--- src/sqrs_pkg.sv ---
// sqrs_pkg: types and constants shared by the quadratic root solver.
// Depends on nothing; every other file imports it.
package sqrs_pkg;

	localparam int DATA_W      = 32;
	localparam int DISC_W      = 2*DATA_W + 2;
	localparam int ROOT_W      = DATA_W + 1;
	localparam int QUEUE_DEPTH = 4;
	localparam int QPTR_W      = 2;

	typedef enum logic [1:0] {
		ST_OK       = 2'd0,
		ST_NEG_DISC = 2'd1,
		ST_ZERO_A   = 2'd2,
		ST_SAT      = 2'd3
	} sqrs_status_t;

	typedef struct packed {
		logic signed [DATA_W-1:0] coef_square;
		logic signed [DATA_W-1:0] coef_linear;
		logic signed [DATA_W-1:0] coef_const;
	} sqrs_coef_t;

	typedef struct packed {
		logic signed [DATA_W-1:0] root_first;
		logic signed [DATA_W-1:0] root_second;
		sqrs_status_t             status;
	} sqrs_root_t;

	typedef struct packed {
		sqrs_coef_t         coef;
		logic [DISC_W-1:0]  disc;
		sqrs_status_t       status;
	} sqrs_job_t;

endpackage

--- src/sqrs_fifo.sv ---
// sqrs_fifo: short queue of classified jobs between front and back.
// Depends on sqrs_pkg; drains one job per cycle whenever not empty.
module sqrs_fifo (
	input  logic                clk,
	input  logic                arst_n,
	input  logic                push,
	input  sqrs_pkg::sqrs_job_t wdata,
	output logic                rvld,
	output sqrs_pkg::sqrs_job_t rdata,
	output logic [sqrs_pkg::QPTR_W:0] level
);
	import sqrs_pkg::*;

	sqrs_job_t           mem [QUEUE_DEPTH];
	logic [QPTR_W-1:0]   wr_q, rd_q;
	logic [QPTR_W:0]     level_q;
	logic                pop;

	assign pop   = (level_q != '0);
	assign rvld  = pop;
	assign rdata = mem[rd_q];
	assign level = level_q;

	always_ff @(posedge clk) begin
		if (push) begin
			mem[wr_q] <= wdata;
		end
	end

	always_ff @(posedge clk or negedge arst_n) begin
		if (!arst_n) begin
			wr_q    <= '0;
			rd_q    <= '0;
			level_q <= '0;
		end else begin
			if (push) begin
				wr_q <= wr_q + 1'b1;
			end
			if (pop) begin
				rd_q <= rd_q + 1'b1;
			end
			level_q <= level_q + {{QPTR_W{1'b0}}, push} - {{QPTR_W{1'b0}}, pop};
		end
	end

endmodule

--- config.mk ---
export PLATFORM = sky130hd
export DESIGN_NAME = sqrs_fifo
export DESIGN_NICKNAME = d
export VERILOG_FILES = /design/src/sqrs_pkg.sv /design/src/sqrs_fifo.sv
export SDC_FILE = /design/constraint.sdc
export NUM_CORES = 1
export LEC_CHECK = 0
export BUFFER_PORTS_ARGS = -buffer_cell sky130_fd_sc_hd__buf_4
export CAP_MARGIN = 40
export CORE_ASPECT_RATIO = 1.1
export CORE_MARGIN = 2
export CORE_UTILIZATION = 35
export CTS_CLUSTER_SIZE = 12
export DETAILED_ROUTE_END_ITERATION = 6
export PLACE_DENSITY = 0.51
export SLEW_MARGIN = 25
export SYNTH_ARGS = -nofsm -noshare
export SYNTH_HDL_FRONTEND = slang
export SYNTH_SLANG_ARGS = --single-unit
--- constraint.sdc ---
create_clock -name clk -period 6.3 [get_ports clk]
set_input_delay 1.26 -clock clk [delete_from_list [all_inputs] [get_ports clk]]
set_output_delay 1.26 -clock clk [all_outputs]
set_load 0.02 [all_outputs]
==> run summary, run 1 <==
cell area after layout - 0.02991 sq mm
number of global-route vias before repair - 11,563
largest net degree at the start of global routing - 107
height of the die - 279.0 microns
# setup viols final - 0
Port Buf Inserts - 334
CTS buffer count - 73
row count - 100
Power Dens Cells - 496.2 mW/mm^2
final worst setup slack - 2.082 ns
Peak VDD IR - 0.2576 mV
Post-CTS Hold Buffers - 0
setup repair bufs after CTS - 0
Post-Route M1 WL - 20,730 microns
outcome - finished, final reports clean
FF-to-FF setup slack - 4.10 ns
leak pwr - 10.06 nW
gr ovfl total - 0
DR top layer - met5
Worst EP required - 5.04 ns
Die X - 254.0 microns
Worst Path Arrival - 2.96 ns
fin cells - 2,243
P&R area growth vs syn - 24.26%
die area - 0.07089 sq mm
initial antenna violation count - 5
Worst setup SP type - register
Post-Place Cells - 2,121
first-pass GRT wire length - 75,290 microns
post-synthesis area per instance - 27.04 sq um
cells on worst reg2reg path - 7
Syn Nets - 1,064
I/O pin cnt - 335
R2R Path End - level[2]
RSZ-0062 raised after global routing - no
TritonRoute pass-1 iters - 4
Post-Route WL - 50,830 microns
Resized Gates After CTS - 0
Total GRT Usage - 14.43%
Worst Max-Slew Pin Slew - 0.8888 ns
crit-path max FO - 31
Synth Warn # - 0
Routed Antenna Nets - 0
Starting Density - 35.49%
metal3 WL - 3873 microns
Final Cycle Share - 66.95%
fin crit period - 4.218 ns
TritonCTS Sinks - 663
critical path type - register to primary output
dpl cell area - 0.02771 sq mm
global placement routability congestion - 0.7104
relative slew slack - 40.75%
vias - 10,640
worst skew pair latency - 0.60 ns
Hold WC Path Type - input port to async pin
f_max - 237.1 MHz
max-slew violations - 0
hpwl dp - 29,280 microns
# fillers - 5,859
Setup Skew - 0.01702 ns
register area share after synthesis - 82.57%
CTS tree - yes
via/cell ratio - 4.744
met2 WL - 25,120 microns
Hold Vio Cnt, Final - 0
Netlist cell types - 17
Mapped Area - 0.02407 sq mm
flip-flop and latch count after synthesis - 663
Max Cap Viol - 0
Crit. End Element - primary output
clock root cell - clkbuf_16
core footprint - 0.06782 sq mm
Avg WL per Cell - 22.66 microns
nets - 1,452
Initial DRC Count - 528
CTS max path bufs - 3
# DRC - 0
share of layout cells above drive strength 1 - 46.18%
worst r2r src - level[1]
Worst-path clk slew - 0.06 ns
total negative slack - 0 ns
Placement Setup Slack - 2.551 ns
Post-Syn Instances - 890
htree depth - 3
==> logic make-up after synthesis <==
kind of cell    share of synthesized area, %
xor+xnor                              0.1820
buf+inv                                1.310
flops                                  82.57
compound gates                       0.05197
fa+ha+maj                             0.3951
mux                                    15.35
simple gates                          0.1455
==> per-stage QoR <==
stage / hold slack (ns) / utilization [%] / total power, W
2_1_floorplan: 0.4936 / - / 0.009243
3_3_place_gp: 0.5201 / 40.75 / 0.01113
3_5_place_dp: 0.5270 / 40.87 / 0.01118
4_1_cts: 0.4329 / 44.10 / 0.01516
5_1_grt: 0.4463 / 44.10 / 0.01556
6_report: 0.4774 / 44.10 / 0.01484
==> state kept, by name (all words and copies together) (netlist names) <==
name,cells
level,3
mem,656
rd_q,2
wr_q,2
==> cell usage after synthesis <==
library cell	number	area, sq um
dfrtp_1	7	175.2
xnor2_1	3	26.28
xor2_1	2	17.52
buf_8	1	15.01
or3_1	1	6.260
buf_2	18	90.09
o21ai_0	1	5.000
clkbuf_1	2	7.510
mux4_2	164	3694
ha_1	6	75.07
edfxtp_1	656	19700
nand2_1	1	3.750
fa_1	1	20.02
buf_6	16	180.2
o31ai_1	1	7.510
inv_1	6	22.52
and2_1	4	25.02
==> layout by cell type (no fill, tap or decap), types with 2 or more instances in the layout <==
cell type   Yosys  final
dfrtp_1         7      5
and2_4          0      4
ha_1            6      6
bufinv_16       0      2
clkinv_2        0      7
clkinv_8        0      3
clkinvlp_4      0      2
buf_16          0      2
clkinv_1        0      8
inv_1           6      6
edfxtp_1      656    656
diode_2         0      2
clkbuf_16       0     76
mux4_2        164    164
dfrtp_4         0      2
clkbuf_1        2     21
xor2_1          2      2
xnor2_1         3      3
buf_12          0      8
buf_4           0    339
==> per-layer routing <==
metal / global-route usage, % / vias up
met5: 0 / -
met2: 23.08 / 266
met3: 4.913 / 78
met1: 18.37 / 5651
li1: - / 4639
met4: 5.008 / 6
==> where the power goes <==
part | internal (W) | switching, W | total [W]
logic | 0.00216 | 0.00276 | 0.00492
clock network | 0.00229 | 0.00164 | 0.00393
registers | 0.00577 | 0.000220 | 0.00599
total | 0.0102 | 0.00462 | 0.0148
==> area by class of cell <==
type,instances,area (sq um),share of cell area [%]
well taps,918,1149,3.840
diodes,2,5.005,0.01673
multi-input cells,184,3890,13.01
clock inverters,23,209.0,0.6986
repair buffers,350,2771,9.266
flip-flops and latches,663,19880,66.47
inverters,6,22.52,0.07530
clock buffers,97,1981,6.622
==> worst max-delay path, cell delays in order, from the launching register on <==
cell,delay [ns]
dfrtp_4,0.87
buf_4,0.65
mux4_2,0.61
buf_4,0.18
==> how the worst max path moves through the flow <==
stage / to / slack, ns / cells after the start / from
6_report: rdata[140] / 2.08 / 3 / rd_q[0]
5_1_grt: rdata[2] / 1.81 / 3 / rd_q[0]
4_1_cts: rdata[140] / 1.89 / 3 / rd_q[0]
3_5_place_dp: rdata[150] / 2.55 / 3 / rd_q[0]
3_3_place_gp: rdata[152] / 2.58 / 3 / rd_q[0]
2_1_floorplan: mem[0][0] / 0.76 / 1 / push
No activity file was read; power rests on OpenSTA's default activity.
==> run 2, diff against run 1 <==
PLACE_DENSITY = 0.53   (was 0.51)
clock period = 3.61 ns   (was 6.3 ns; I/O delays follow)
==> run 2 against run 1 <==
  * Total power is 76% higher
  * Worst setup slack got worse by 1.6 ns
  * Clock power rose by 74%
  * Critical path depth stayed put
  * Clock-buffer cell count down 2
  * Die area did not move
  * Sequential power grew 75%
  * Combinational power increased by 77%
  * Cell area up 0.78%
  * Core utilization grew 0.35 points
  * Sequential cell count unchanged
  * Routed wire length grew 0.32%
  * Critical path type unchanged
  * Critical endpoint is now rdata[18]
  * Largest power group unchanged
  * Highest routed layer unchanged
==> run summary, run 2 (synthesized netlist as in run 1, its figures left out) <==
Final Cycle Share - 87.22%
Starting Density - 35.49% (unchanged)
commonest non-fill, non-tap cell in the layout - edfxtp_1
Setup Skew - 0.01484 ns (-0.002179 ns)
Die X - 254.0 microns (unchanged)
Worst Max-Slew Pin Slew - 0.7958 ns (-0.09294 ns)
share of layout cells above drive strength 1 - 46.70% (+0.51 points)
highest-count cells in the layout ignoring fill and taps - edfxtp_1, buf_4, mux4_2
dpl cell area - 0.02794 sq mm (+0.81%)
outcome - finished, final reports clean
Peak VDD IR - 0.4595 mV (+78%)
nets - 1,471 (+1.3%)
gr ovfl total - 0 (unchanged)
Worst path most repeated cell - buf_4
global placement routability congestion - 0.6859 (-3.4%)
clock root cell - clkbuf_16
RSZ-0062 raised after global routing - no
Finished Core Util - 44.45% (+0.35 points)
area of the multi-input gates - 0.003890 sq mm (unchanged)
Global Route met2 Usage - 23.73% (+0.65 points)
Worst path max stage delay - 0.69 ns (-0.18 ns)
# fillers - 5,824 (-0.60%)
max reg flops - 656 (unchanged)
Initial DRC Count - 478 (-9.5%)
critical path type - register to primary output
Critical Path Slowest Stage Cell - dfrtp_4
Post-Route WL - 50,990 microns (+0.32%)
Total GRT Usage - 14.52% (+0.082 points)
cell area after layout - 0.03014 sq mm (+0.78%)
Post-CTS Hold Buffers - 1 (+1)
CTS max path bufs - 3 (unchanged)
fin crit period - 3.149 ns
Worst setup SP type - register
Hold WC Path Type - input port to register
Port Buf Inserts - 334 (unchanged)
Max Cap Viol - 0 (unchanged)
Avg WL per Cell - 22.50 microns (-0.70%)
I/O pin cnt - 335 (unchanged)
hpwl dp - 30,720 microns (+4.9%)
number of global-route vias before repair - 11,788 (+1.9%)
total negative slack - 0 ns (unchanged)
setup repair bufs after CTS - 0 (unchanged)
worst path cell trace - buf_4, mux4_2, buf_4
Worst EP required - 2.89 ns (-2.15 ns)
first-pass GRT wire length - 75,510 microns (+0.29%)
f_max - 317.6 MHz
Reg area - 0.01988 sq mm (unchanged)
relative slew slack - 46.94% (+6.2 points)
row count - 100 (unchanged)
Placement Setup Slack - 1.011 ns (-1.541 ns)
TritonCTS Sinks - 663 (unchanged)
height of the die - 279.0 microns (unchanged)
core footprint - 0.06782 sq mm (unchanged)
busiest grt layer - met2
htree depth - 3 (unchanged)
# setup viols final - 0 (unchanged)
die area - 0.07089 sq mm (unchanged)
GRT met1 Usage - 18.08% (-0.29 points)
Worst Path Arrival - 2.43 ns (-0.53 ns)
leak pwr - 10.19 nW (+1.3%)
met3 usage - 5.006% (+0.093 points)
Routed Antenna Nets - 0 (unchanged)
# DRC - 0 (unchanged)
total chip power - 0.02605 W (+76%)
Worst-path clk slew - 0.06 ns (about the same)
Reg with most FFs - mem
P&R area growth vs syn - 25.23%
crit-path max FO - 16 (-48%)
largest net degree at the start of global routing - 95 (-11%)
final worst setup slack - 0.4614 ns (-1.621 ns)
Resized Gates After CTS - 0 (unchanged)
initial antenna violation count - 3 (-2)
CTS tree - yes
CTS buffer count - 72 (-1.4%)
TritonRoute pass-1 iters - 4 (unchanged)
Hold Vio Cnt, Final - 0 (unchanged)
Crit. End Element - primary output
worst skew pair latency - 0.60 ns (about the same)
vias - 10,747 (+1.0%)
max-slew violations - 0 (unchanged)
via/cell ratio - 4.743 (about the same)
Power Dens Cells - 864.3 mW/mm^2 (+74%)
run 2: cell types whose count changed in the layout (fill, tap and decap cells not counted), sizes merged:
cell         before  now
clkinvlp          2    1
inv               7    9
clkinv           18   23
dlygate4sd3       0    1
diode             2    1
buf             350  369
clkbuf           97   95
run 2: report_power, final:
group | switching [W] | internal (W)
clock network | 0.00286 | 0.00396
logic | 0.00481 | 0.00392
registers | 0.000439 | 0.0101
total | 0.00811 | 0.0179
run 2: final cells by class:
| cell class | instances | area share, % |
|---|---|---|
| flip-flops and latches | 663 | 65.96 |
| repair buffers | 370 | 9.971 |
| diodes | 1 | 0.008302 |
| inverters | 6 | 0.07472 |
| multi-input cells | 184 | 12.91 |
| well taps | 918 | 3.811 |
| clock inverters | 29 | 0.7970 |
| clock buffers | 95 | 6.475 |
run 2: critical path: cells and delay by family (launching register included):
family	cells	cell delay, ns
muxes	1	0.57
DFF	1	0.69
buffers and inverters	2	0.56
run 2: per-stage QoR:
step / cells / hold WS [ns]
2_1_floorplan: 890 / 0.4264
3_3_place_gp: 2140 / 0.5189
3_5_place_dp: 2140 / 0.5215
4_1_cts: 2265 / 0.2611
5_1_grt: 2265 / 0.2776
6_report: 2266 / 0.3172
run 2: path summary, 6_finish.rpt:
path	start	to	slack [ns]	depth (start not counted)
max	rd_q[0]	rdata[18]	0.46	3
min reg2reg	wr_q[0]	wr_q[0]	0.54	1
max in group asynchronous	arst_n	rd_q[1]	2.97	2
min in group asynchronous	arst_n	rd_q[0]	0.50	2
max reg2reg	level[1]	level[2]	1.42	7
min	wdata[27]	mem[2][27]	0.32	1
run 2: layer usage:
metal / wire length, microns / vias to the layer above
met1: 20700 / 5710
li1: - / 4681
met4: 904 / 6
met3: 4048 / 67
met2: 25290 / 283
met5: 41 / -
